--- src/rtl/cisdw_pkg.sv ---
`timescale 1ns / 1ps
`default_nettype none

package cisdw_pkg;

  localparam int DIST_W   = 32;
  localparam int WEIGHT_W = 18;
  localparam int CFG_IDX_W = 2;

  // Search variable wm = weight - 1, one bit decided per pipeline stage.
  localparam int WM_BITS = 18;
  // Running product a^2*d and a*d never exceed 2^50 once accepted.
  localparam int PROD_W  = 51;
  // Trial sum before the compare: a*d shifted up by at most WM_BITS+1.
  localparam int TRIAL_W = 72;

  localparam logic [TRIAL_W-1:0]  PROD_LIMIT    = TRIAL_W'(1) << 50;
  localparam logic [WEIGHT_W-1:0] WEIGHT_MAX    = '1;
  localparam logic [DIST_W-1:0]   CUTOFF_RESET  = 32'hFFFF_FFFF;
  localparam logic [DIST_W-1:0]   MIN_DIST_RESET = 32'd6553;

  localparam logic [CFG_IDX_W-1:0] CFG_CUTOFF   = 2'd0;
  localparam logic [CFG_IDX_W-1:0] CFG_MIN_DIST = 2'd1;

  typedef struct packed {
    logic                 valid;
    logic                 in_win;
    logic                 last;
    logic [DIST_W-1:0]    dst;
    logic [PROD_W-1:0]    p;
    logic [PROD_W-1:0]    q;
    logic [WM_BITS-1:0]   wm;
  } stage_t;

endpackage

`default_nettype wire

--- src/rtl/cisdw_window.sv ---
`timescale 1ns / 1ps
`default_nettype none

module cisdw_window (
  input  wire logic                          clk,
  input  wire logic                          rst_n,
  input  wire logic                          en,
  input  wire logic                          in_valid,
  input  wire logic [cisdw_pkg::DIST_W-1:0]  distance,
  input  wire logic                          is_last,
  input  wire logic [cisdw_pkg::DIST_W-1:0]  cutoff,
  input  wire logic [cisdw_pkg::DIST_W-1:0]  min_distance,
  output cisdw_pkg::stage_t                  stage_out
);

  cisdw_pkg::stage_t stage_r;
  cisdw_pkg::stage_t stage_nxt;

  // The search starts from a = 1, so both products equal the distance.
  always_comb begin
    stage_nxt        = stage_r;
    stage_nxt.valid  = in_valid;
    stage_nxt.in_win = (distance < cutoff) && (distance > min_distance);
    stage_nxt.last   = is_last;
    stage_nxt.dst    = distance;
    stage_nxt.p      = cisdw_pkg::PROD_W'(distance);
    stage_nxt.q      = cisdw_pkg::PROD_W'(distance);
    stage_nxt.wm     = '0;
  end

  always_ff @(posedge clk) begin
    if (!rst_n) begin
      stage_r <= '0;
    end else if (en) begin
      stage_r <= stage_nxt;
    end
  end

  assign stage_out = stage_r;

endmodule

`default_nettype wire

--- config.mk ---
export PLATFORM = sky130hd
export DESIGN_NAME = cisdw_window
export DESIGN_NICKNAME = d
export VERILOG_FILES = /design/src/rtl/cisdw_pkg.sv /design/src/rtl/cisdw_window.sv
export SDC_FILE = /design/constraint.sdc
export NUM_CORES = 1
export LEC_CHECK = 0
export BUFFER_PORTS_ARGS = -buffer_cell sky130_fd_sc_hd__buf_2
export CORE_MARGIN = 5
export CORE_UTILIZATION = 30
export CTS_CLUSTER_DIAMETER = 40
export DETAILED_ROUTE_END_ITERATION = 6
export PLACE_DENSITY = 0.59
export SYNTH_ARGS = -nofsm -noshare
export SYNTH_HDL_FRONTEND = slang
export SYNTH_SLANG_ARGS = --single-unit
--- constraint.sdc ---
create_clock -name clk -period 2.2 [get_ports clk]
set_input_delay 0.22 -clock clk [delete_from_list [all_inputs] [get_ports clk]]
set_output_delay 0.22 -clock clk [all_outputs]
set_load 0.005 [all_outputs]
Word level (Yosys, flattened, before mapping)
Index checks and enable logic that the tools add are counted.
{ "totals": {"reg_bits": 35, "inputBits": 101, "output_inout_bits": 155, "wordCells": 7} }
{ "classes": {"n_lt_le_gt_ge": 2, "reduce_logical": 1} }
{ "ops": {"columns": ["cell", "n"], "rows": [
  ["greater-than comparator 32 bit", 1],
  ["less-than comparator 32 bit", 1],
  ["logical AND 1 bit", 1]
]} }

Longest topological paths before layout
Gate-level depths: netlist of run 1.
{ "depth": {"ltp_word": 2, "mapped_depth": 8, "depth_no_buf": 8} }

Worst setup path before layout of run 1
OpenSTA, ideal clock, no wires.
{ "synth_timing": {"kind": "input port to flip-flop", "start": "input port min_distance[14] in the netlist's numbering", "end": "register stage_r (netlist bit stage_out[153])", "setup_time_ps": 131, "arrival_ps": 1735, "required_time_ps": 2069, "setup_slack_ps": 334, "path_stages": 8, "n_path_buf": 0, "path_cell_list": "inv_1 > ha_1 > a21oi_2 > nand2_1 > a221o_1 > o31a_1 > a2111oi_2 > o32ai_1"} }
{ "synth_between": {"elab_chain_len": 2} }
{ "synth_lines": {"columns": ["element", "line", "source"], "rows": [
  ["from (decl)", "cisdw_window.sv:12", "input wire logic [cisdw_pkg::DIST_W-1:0] min_distance,"],
  ["greater-than comparator 32 bit", "cisdw_window.sv:23", "stage_nxt.in_win = (distance < cutoff) && (distance > min_distance);"],
  ["logical AND 1 bit", "cisdw_window.sv:23", null],
  ["to (signal assigned)", "cisdw_window.sv:35", "stage_r <= stage_nxt;"],
  ["to (decl)", "cisdw_window.sv:16", "cisdw_pkg::stage_t stage_r;"]
]} }
No other way between the ends.
A chain may end at the register's enable or synchronous reset.

Worst setup path in the final report of run 1
{ "layout_timing": {"start": "input port distance[14] in the netlist's numbering", "end": "register stage_r (netlist bit stage_out[153])"} }
{ "layout_between": {"elab_chain_len": 2, "word_cells_on_any_way": 3, "classes_between": "order compare (2); reduce/logical (1)"} }
{ "layout_lines": {"columns": ["element", "line", "source"], "rows": [
  ["from (decl)", "cisdw_window.sv:9", "input wire logic [cisdw_pkg::DIST_W-1:0] distance,"],
  ["less-than comparator 32 bit or greater-than comparator 32 bit (tied branches)", "cisdw_window.sv:23", null],
  ["logical AND 1 bit *", "cisdw_window.sv:23", null]
]} }
Every way passes the cells marked *; elsewhere a longest branch is shown, timed or not.

==> impl_metrics.env, run 1 <==
export IMPL_outcome="finished, final reports clean"
export IMPL_grt_pass1_wl_mm=14.34
export IMPL_placement_io_buffers=199
export IMPL_ys_top_cells_by_count="buf_4, inv_1, ha_1, nor2b_1, dfxtp_1"
export IMPL_wl_per_cell_um=12.68
export IMPL_drt_total_wl_mm=9.688
export IMPL_grt_use_total_pct=12.20
export IMPL_die_w_um=122.2
export IMPL_synth_cell_types=33
export IMPL_setup_slack_ps=329.0
export IMPL_r2r_start="stage_out[49]"
export IMPL_crit_path_max_fanout=3
export IMPL_synth_seq_cells=35
export IMPL_maxSlewHeadroom_pct=56.50
export IMPL_dp_slack_ps=0.5642
export IMPL_hpwl_mm=8.270
export IMPL_initial_core_util_pct=30.29
export IMPL_drv_slew=0
export IMPL_place_inst=756
export IMPL_crit_path_max_incr_delay_ps=440
export IMPL_dr_pass1_iters=4
export IMPL_worstSetupPathType="input port to register"
export IMPL_leakage_nw=2.721
export IMPL_min_from="in_valid"
export IMPL_clkLatencyLatePin_ps=280
export IMPL_cp_required_ps=2390
export IMPL_worst_path_buf_inv=1
export IMPL_drive_gt1_share_pct=36.15
export IMPL_tns_ps=0
export IMPL_cts_htree_levels=2
export IMPL_cp_startpoint="distance[14]"
export IMPL_netlist_instances=453
export IMPL_cts_tree="yes"
export IMPL_synth_async_reset_ratio_pct=0
export IMPL_crit_arrival_ps=2060
export IMPL_yosys_area_top_type="buf_4"
export IMPL_holdCritPathClass="input port to register"
export IMPL_path_cells="buf_2 -> ha_1 -> nand4_1 -> nor4_2 -> a21boi_2 -> o31a_1 -> a2111oi_2 -> o32ai_1"
export IMPL_rr_worst_depth=2
export IMPL_rsz0062_at_grt="no"
export IMPL_path_delay_family="compound AO/OA/AOI/OAI gates"
export IMPL_syn_area_um2=3776
export IMPL_worst_path_stages=8
export IMPL_cts_max_path_buffers=2
export IMPL_cts_inserted_buffers=5
export IMPL_die_h_um=122.2
export IMPL_n_fill_cell=1340
export IMPL_antenna_found_initial=0
export IMPL_maxCapViolCount=0
export IMPL_grt_pass1_vias=2887
export IMPL_root_buffer="clkbuf_16"
export IMPL_grt_ovfl_total=0
export IMPL_detail_route_antenna_nets=0
export IMPL_post_synth_cell_area_avg_um2=8.336
export IMPL_setup_viol=0
export IMPL_place_congestion=0.8066
export IMPL_first_iter_violations=116
export IMPL_synth_most_common_cell="buf_4"
export IMPL_cts_hold_buffers=0
export IMPL_worst_pin_slew_ps=652.5
export IMPL_cts_resized=0
export IMPL_grt_max_degree=36
export IMPL_postCtsSetupRepairBufs=0
export IMPL_timing_fmax_mhz=534.5
export IMPL_powerDensity_nw_per_um2=462.8
export IMPL_synth_edff_count=0
export IMPL_numClockSinks=35
export IMPL_finalNonFillerCells=764
export IMPL_syn_to_final_growth_pct=17.83
export IMPL_via_per_inst=3.978
export IMPL_largest_reg_flops=35
export IMPL_via_count=3039
export IMPL_fin_nets=755
export IMPL_rows=41
export IMPL_critical_path_slowest_cell="nor4_2"
export IMPL_crit_path_start_kind="input port"
export IMPL_skew_ps=0
export IMPL_drc=0
export IMPL_synthFlopType="dfxtp_1"
export IMPL_io_pins=256
export IMPL_synthTopCellsByArea="buf_4, ha_1, dfxtp_1"
export IMPL_synth_seq_area_share_pct=18.56
export IMPL_netlist_area_leader_share_pct=23.86
export IMPL_coreArea_um2=12470
export IMPL_finalCritPeriodShare_pct=85.05
export IMPL_finalHoldViolCount=0
export IMPL_period_needed_ps=1871
export IMPL_fp_dieArea_um2=14930
export IMPL_critPathCaptureType="register"
export IMPL_irDropWorstVdd_v=0.0002436
export IMPL_diodes=0
export IMPL_whs_path_depth=3
export IMPL_ys_warn_count=0
export IMPL_path_clk_slew_ps=60
==> path summary, 6_finish.rpt <==
kind | slack, ps | end
worst min register to register | 480 | stage_out[153]
worst max-delay path | 330 | stage_out[153]
worst min-delay path | 200 | stage_out[154]
worst max register to register | 1510 | stage_out[49]
==> worst register-to-register path, stage by stage, from the launching register on <==
cell and delay, ps:
dfxtp_1 410, mux2i_1 100, nor2b_1 120
==> cell type report <==
class / count / area (um2) / area share [%]
inverter: 64 / 240.2 / 5.399
clock buffer: 8 / 156.4 / 3.515
tap: 172 / 215.2 / 4.837
sequential: 35 / 700.7 / 15.75
timing repair buffer: 203 / 1026 / 23.06
multi-input combinational: 282 / 2111 / 47.44
==> metrics by stage <==
stage | utilization [%] | power [mW] | area (um2) | hold WS [ps]
after detailed placement | 34.44 | 1.316 | 4293 | 475.1
after floorplan | - | 1.189 | 3983 | 348.2
after global routing | 35.69 | 2.226 | 4449 | 202.0
after global placement | 34.44 | 1.312 | 4293 | 471.1
after CTS | 35.69 | 2.107 | 4449 | 195.9
final | 35.69 | 2.059 | 4449 | 201.0
==> cell families after synthesis <==
logic type      synth area share [%]
flops                          18.56
other cells                  0.09931
simple gates                   12.23
mux                            9.013
fa+ha+maj                      20.87
buf+inv                        31.01
compound gates                 8.217
==> where the power goes <==
group	switching [mW]	total, mW	internal, mW
sequential	0.0314	0.704	0.673
clock	0.281	0.764	0.483
combinational	0.302	0.591	0.290
total	0.614	2.06	1.45
==> layer usage <==
layer	up-vias	part of all wire, %	wire (um)	track usage, %
li1	1605	-	-	-
met1	1299	46	4442	16.51
met2	127	45	4394	19.85
met3	8	7.5	722	2.368
met4	0	1.3	129	3.219
met5	-	0	0	0
==> cells in the final DEF (no fill, tap or decap), types with 5 or more instances in the layout <==
cell,count
dfxtp_1,35
inv_1,64
conb_1,56
mux2i_1,34
clkbuf_16,5
nand2_1,13
ha_1,63
a21oi_1,20
o21ai_0,8
buf_2,199
nand4_1,11
nor2b_1,36
nor2_1,6
nand3_1,7
Power figures use the tool's default switching activity.
==> run 2, diff against run 1 <==
--- a/config.mk
+++ b/config.mk
@@ -5,11 +5,13 @@
 export SDC_FILE = /design/constraint.sdc
 export NUM_CORES = 1
 export LEC_CHECK = 0
-export BUFFER_PORTS_ARGS = -buffer_cell sky130_fd_sc_hd__buf_2
+export BUFFER_PORTS_ARGS = -buffer_cell sky130_fd_sc_hd__buf_4
+export CAP_MARGIN = 20
 export CORE_MARGIN = 5
 export CORE_UTILIZATION = 30
 export CTS_CLUSTER_DIAMETER = 40
 export DETAILED_ROUTE_END_ITERATION = 6
+export GPL_TIMING_DRIVEN = 0
 export PLACE_DENSITY = 0.59
 export SYNTH_ARGS = -nofsm -noshare
 export SYNTH_HDL_FRONTEND = slang
==> impl_metrics.env, run 2 (synthesis gave the netlist of run 1 again) <==
export IMPL_finalHoldViolCount=0
export IMPL_r2r_start="stage_out[49]"
export IMPL_cts_tree="yes"
export IMPL_cts_inserted_buffers=5
export IMPL_rsz0062_at_grt="no"
export IMPL_fin_nets=877
export IMPL_worst_pin_slew_ps=554.7
export IMPL_dr_pass1_iters=4
export IMPL_holdCritPathClass="input port to register"
export IMPL_crit_path_start_kind="input port"
export IMPL_coreArea_um2=12470
export IMPL_pwr_share_comb_pct=37.8
export IMPL_hpwl_mm=9.938
export IMPL_rows=41
export IMPL_cp_required_ps=2340
export IMPL_antenna_found_initial=0
export IMPL_crit_path_max_fanout=3
export IMPL_postCtsSetupRepairBufs=0
export IMPL_rr_worst_depth=2
export IMPL_setup_viol=0
export IMPL_grt_max_degree=11
export IMPL_grt_ovfl_total=0
export IMPL_hold_end="stage_out[154]"
export IMPL_switching_power_mw=0.6512
export IMPL_largest_reg_flops=35
export IMPL_switching_share_pct=28.37
export IMPL_final_cell_mix="buf_4, inv_1, ha_1, conb_1, nor2b_1"
export IMPL_cts_htree_levels=2
export IMPL_root_buffer="clkbuf_16"
export IMPL_critPathCaptureType="register"
export IMPL_r2r_setup_slack_ps=1510
export IMPL_r2r_end="stage_out[49]"
export IMPL_wl_per_cell_um=12.71
export IMPL_min_from="in_valid"
export IMPL_placement_io_buffers=198
export IMPL_drc=0
export IMPL_whs_path_depth=3
export IMPL_powerDensity_nw_per_um2=393.8
export IMPL_setup_slack_ps=318.2
export IMPL_grt_use_total_pct=14.07
export IMPL_period_needed_ps=1882
export IMPL_irDropWorstVdd_v=0.0002670
export IMPL_drt_total_wl_mm=11.24
export IMPL_drive_gt1_share_pct=46.56
export IMPL_cts_hold_buffers=0
export IMPL_dp_slack_ps=37.75
export IMPL_fp_dieArea_um2=14930
export IMPL_clkPwrFrac_pct=31.2
export IMPL_maxSlewHeadroom_pct=63.02
export IMPL_die_h_um=122.2
export IMPL_timing_fmax_mhz=531.4
export IMPL_place_congestion=0.7748
export IMPL_via_count=3523
export IMPL_layout_commonest_cell="buf_4"
export IMPL_first_iter_violations=111
export IMPL_worstSetupPathType="input port to register"
export IMPL_diodes=0
export IMPL_grt_pass1_vias=3608
export IMPL_cts_resized=0
export IMPL_maxCapViolCount=0
export IMPL_path_clk_slew_ps=60
export IMPL_grt_pass1_wl_mm=17.02
export IMPL_finalCritPeriodShare_pct=85.54
export IMPL_intPower_mw=1.644
export IMPL_numClockSinks=35
export IMPL_detail_route_antenna_nets=0
export IMPL_cp_startpoint="distance[5]"
export IMPL_p_seq_share_pct=31.0
export IMPL_clkLatencyLatePin_ps=270
export IMPL_syn_to_final_growth_pct=54.34
export IMPL_skew_ps=0
export IMPL_n_fill_cell=1277
export IMPL_drv_slew=0
export IMPL_io_pins=256
export IMPL_tns_ps=0
export IMPL_cts_max_path_buffers=2
export IMPL_leakage_nw=3.455
export IMPL_via_per_inst=3.981
export IMPL_die_w_um=122.2
export IMPL_initial_core_util_pct=30.29
export IMPL_outcome="finished, final reports clean"
export IMPL_crit_arrival_ps=2020
-- run 2: changes by cell type in the layout (fill, tap and decap cells not counted), sizes merged --
cell / before / now
buf: 203 / 321
clkbuf: 8 / 10
clkinv: 0 / 1
-- run 2: final cells by class --
| type | instances | area [um2] | share of cell area [%] |
|---|---|---|---|
| tap | 172 | 215.2 | 3.693 |
| clock buffer | 6 | 138.9 | 2.383 |
| clock inverter | 1 | 5.005 | 0.08587 |
| inverter | 64 | 240.2 | 4.122 |
| multi-input combinational | 282 | 2111 | 36.22 |
| timing repair buffer | 198 | 1486 | 25.50 |
| sequential | 35 | 700.7 | 12.02 |
| buffer | 127 | 930.9 | 15.97 |
-- run 2: worst max path at each step --
stage               cells after the start             end  slack [ps]
floorplan                               8  stage_out[153]         330
global placement                        8  stage_out[153]          40
detailed placement                      8  stage_out[153]          40
CTS                                     8  stage_out[153]         320
global route                            8  stage_out[153]         200
finish                                  8  stage_out[153]         320
-- run 2: power groups by stage --
stage	registers (mW)	clock network, mW	logic [mW]
after CTS	0.712	0.750	0.876
after global routing	0.719	0.758	0.973
after detailed placement	0.725	0	0.872
final	0.712	0.716	0.868
after floorplan	0.721	0	0.469
after global placement	0.723	0	0.853
-- run 2: per-stage QoR --
stage / utilization (%) / area (um2) / hold slack, ps / instances / total power [mW]
6_report: 46.75 / 5828 / 213.5 / 885 / 2.295
5_1_grt: 46.75 / 5828 / 231.4 / 885 / 2.450
4_1_cts: 46.75 / 5828 / 210.3 / 885 / 2.339
3_5_place_dp: 45.60 / 5684 / 491.6 / 878 / 1.597
3_3_place_gp: 45.60 / 5684 / 466.0 / 878 / 1.576
2_1_floorplan: - / 3983 / 348.2 / 508 / 1.189
-- run 2: critical path, stage by stage --
cell,delay (ps)
buf_4,120
ha_1,310
a21oi_1,150
o21ai_0,120
a221o_1,340
o31a_1,340
a2111oi_2,290
o32ai_1,140
-- run 2: layer usage --
layer	vias up	track usage, %	part of all wire, %	wire length, um
li1	1845	-	-	-
met1	1530	16.95	42	4726
met2	134	25.55	50	5599
met3	14	2.414	6.4	722
met4	0	4.059	1.7	195
met5	-	0	0	0
==> run 3, diff against run 2 <==
--- a/config.mk
+++ b/config.mk
@@ -5,8 +5,8 @@
 export SDC_FILE = /design/constraint.sdc
 export NUM_CORES = 1
 export LEC_CHECK = 0
+export ABC_AREA = 1
 export BUFFER_PORTS_ARGS = -buffer_cell sky130_fd_sc_hd__buf_4
-export CAP_MARGIN = 20
 export CORE_MARGIN = 5
 export CORE_UTILIZATION = 30
 export CTS_CLUSTER_DIAMETER = 40
==> constraint.sdc (replaced) <==
create_clock -name clk -period 1.75 [get_ports clk]
set_input_delay 0.175 -clock clk [delete_from_list [all_inputs] [get_ports clk]]
set_output_delay 0.175 -clock clk [all_outputs]
set_load 0.005 [all_outputs]
==> impl_metrics.env, run 3 <==
export IMPL_outcome="finished, final reports clean"
export IMPL_rr_worst_depth=2
export IMPL_tns_ps=0
export IMPL_placement_io_buffers=198
export IMPL_grt_pass1_wl_mm=17.41
export IMPL_via_per_inst=3.918
export IMPL_via_count=3804
export IMPL_crit_path_start_kind="input port"
export IMPL_path_clk_slew_ps=60
export IMPL_pwr_share_comb_pct=38.8
export IMPL_grt_ovfl_total=0
export IMPL_leakage_nw=3.520
export IMPL_period_needed_ps=1242
export IMPL_synth_seq_area_share_pct=18.70
export IMPL_post_synth_cell_area_avg_um2=6.901
export IMPL_io_pins=256
export IMPL_critical_path_slowest_cell="ha_1"
export IMPL_n_fill_cell=1248
export IMPL_clkLatencyLatePin_ps=270
export IMPL_drt_total_wl_mm=11.53
export IMPL_cts_tree="yes"
export IMPL_m1WireLength_mm=4.895
export IMPL_cts_htree_levels=2
export IMPL_synth_most_common_cell="buf_4"
export IMPL_worst_path_buf_inv=1
export IMPL_dr_pass1_iters=4
export IMPL_antenna_found_initial=0
export IMPL_cts_inserted_buffers=5
export IMPL_crit_path_max_incr_delay_ps=280
export IMPL_r2r_start="stage_out[22]"
export IMPL_drive_gt1_share_pct=41.59
export IMPL_die_w_um=121.8
export IMPL_wl_per_cell_um=11.87
export IMPL_syn_to_final_growth_pct=54.62
export IMPL_detail_route_antenna_nets=0
export IMPL_synthTopCellsByArea="buf_4, ha_1, dfxtp_1"
export IMPL_switching_power_mw=0.8724
export IMPL_drv_slew=0
export IMPL_wl_met3_um=859
export IMPL_initial_core_util_pct=30.94
export IMPL_yosys_area_top_type="buf_4"
export IMPL_diodes=0
export IMPL_maxSlewHeadroom_pct=60.05
export IMPL_numClockSinks=35
export IMPL_postCtsSetupRepairBufs=0
export IMPL_die_h_um=121.8
export IMPL_met2_length_mm=5.697
export IMPL_rsz0062_at_grt="no"
export IMPL_clkPwrFrac_pct=30.5
export IMPL_grt_max_degree=11
export IMPL_register_area_um2=700.7
export IMPL_place_congestion=0.8059
export IMPL_cts_resized=0
export IMPL_worstSetupPathType="input port to register"
export IMPL_drc=0
export IMPL_switching_share_pct=29.43
export IMPL_synth_async_reset_ratio_pct=0
export IMPL_top_layer_used="met4"
export IMPL_cts_max_path_buffers=2
export IMPL_fin_nets=967
export IMPL_critPathCaptureType="register"
export IMPL_finalCritPeriodShare_pct=70.95
export IMPL_grt_pass1_vias=3727
export IMPL_r2r_end="stage_out[22]"
export IMPL_path_delay_family="simple AND/OR/NAND/NOR gates"
export IMPL_grt_use_total_pct=14.35
export IMPL_layout_commonest_cell="buf_4"
export IMPL_syn_area_um2=3747
export IMPL_whs_path_depth=3
export IMPL_netlist_area_leader_share_pct=24.24
export IMPL_intPower_mw=2.092
export IMPL_synth_edff_count=0
export IMPL_root_buffer="clkbuf_16"
export IMPL_hpwl_mm=10.20
export IMPL_final_cell_mix="buf_4, nor2_1, inv_1, nand2_1, ha_1"
export IMPL_path_cells="buf_4 -> ha_1 -> nand2_1 -> nor2_1 -> nand4_1 -> nor2_1 -> nand2_1 -> nand2_1 -> nor2_1 -> nand3_1 -> a21oi_1"
export IMPL_synthFlopType="dfxtp_1"
export IMPL_fp_dieArea_um2=14830
export IMPL_crit_arrival_ps=1410
export IMPL_maxCapViolCount=0
export IMPL_netlist_instances=543
export IMPL_powerDensity_nw_per_um2=511.6
export IMPL_hold_end="stage_out[152]"
export IMPL_cp_required_ps=1920
export IMPL_r2r_setup_slack_ps=1030
export IMPL_crit_path_max_fanout=3
export IMPL_synth_cell_types=23
export IMPL_ys_warn_count=0
export IMPL_irDropWorstVdd_v=0.0002755
export IMPL_holdCritPathClass="input port to register"
export IMPL_coreArea_um2=12110
export IMPL_ys_top_cells_by_count="buf_4, nor2_1, inv_1, nand2_1, ha_1"
export IMPL_first_iter_violations=89
export IMPL_multi_input_area_um2=2016
export IMPL_worst_pin_slew_ps=599.2
export IMPL_p_seq_share_pct=30.7
export IMPL_cts_hold_buffers=0
export IMPL_finalHoldViolCount=0
export IMPL_timing_fmax_mhz=805.4
export IMPL_min_from="is_last"
export IMPL_hold_slack_ps=121.7
export IMPL_post_route_util_pct=47.84
export IMPL_rows=40
export IMPL_setup_viol=0
export IMPL_largest_reg_flops=35
export IMPL_synth_seq_cells=35
export IMPL_skew_ps=0
[run 3: cell types whose count changed in the layout (fill, tap and decap cells not counted), moves of 7 or more]
cell	change
mux2i_1	-34
nand4_1	-10
inv_1	+7
o21ai_0	+32
nor2_1	+74
nand2_1	+52
nor2b_1	-36
a21oi_1	+11
[run 3: tightest hold or removal path, stage by stage]
cell and delay [ps]:
buf_4 80, nor2_1 30, nor2_1 80
[run 3: power groups by stage]
stage          logic, mW  registers (mW)  clock network [mW]
6_report            1.15           0.910               0.903
5_1_grt             1.30           0.920               0.964
4_1_cts             1.16           0.912               0.938
3_5_place_dp        1.16           0.929                   0
3_3_place_gp        1.14           0.925                   0
2_1_floorplan      0.613           0.919                   0
[run 3: worst max-delay path by stage]
stage	start	endpoint	cells past startpoint	slack, ps
2_1_floorplan	min_distance[23]	stage_out[153]	11	490
3_3_place_gp	distance[7]	stage_out[153]	11	210
3_5_place_dp	distance[7]	stage_out[153]	11	190
4_1_cts	distance[7]	stage_out[153]	11	490
5_1_grt	distance[31]	stage_out[153]	9	350
6_report	distance[7]	stage_out[153]	11	510
[run 3: per-stage QoR]
stage	instance area, um2	power, mW	setup slack [ps]	std cells
floorplan	3954	1.532	492.8	598
detailed placement	5650	2.089	190.3	964
finish	5794	2.964	508.4	971
global route	5794	3.183	348.6	971
CTS	5794	3.014	487.5	971
global placement	5650	2.062	207.6	964
[run 3: cell families after synthesis]
kind of cell    Yosys count  share of synthesized area [%]
buf+inv                 208                          33.02
simple gates            159                          16.66
compound gates           77                          10.48
fa+ha+maj                63                          21.04
flops                    35                          18.70
other cells               1                         0.1001
[run 3: cell type report]
class / count / share of cell area [%]
buffer: 130 / 16.26
clock buffer: 6 / 2.397
clock inverter: 1 / 0.08637
inverter: 78 / 5.096
multi-input combinational: 355 / 34.79
sequential: 35 / 12.09
tap: 168 / 3.628
timing repair buffer: 198 / 25.65
[run 3: per-layer routing]
| metal | GRT usage (%) | vias up |
|---|---|---|
| met5 | 0 | - |
| met4 | 3.011 | 0 |
| met3 | 2.832 | 4 |
| met2 | 26.45 | 146 |
| met1 | 17.19 | 1604 |
| li1 | - | 2050 |
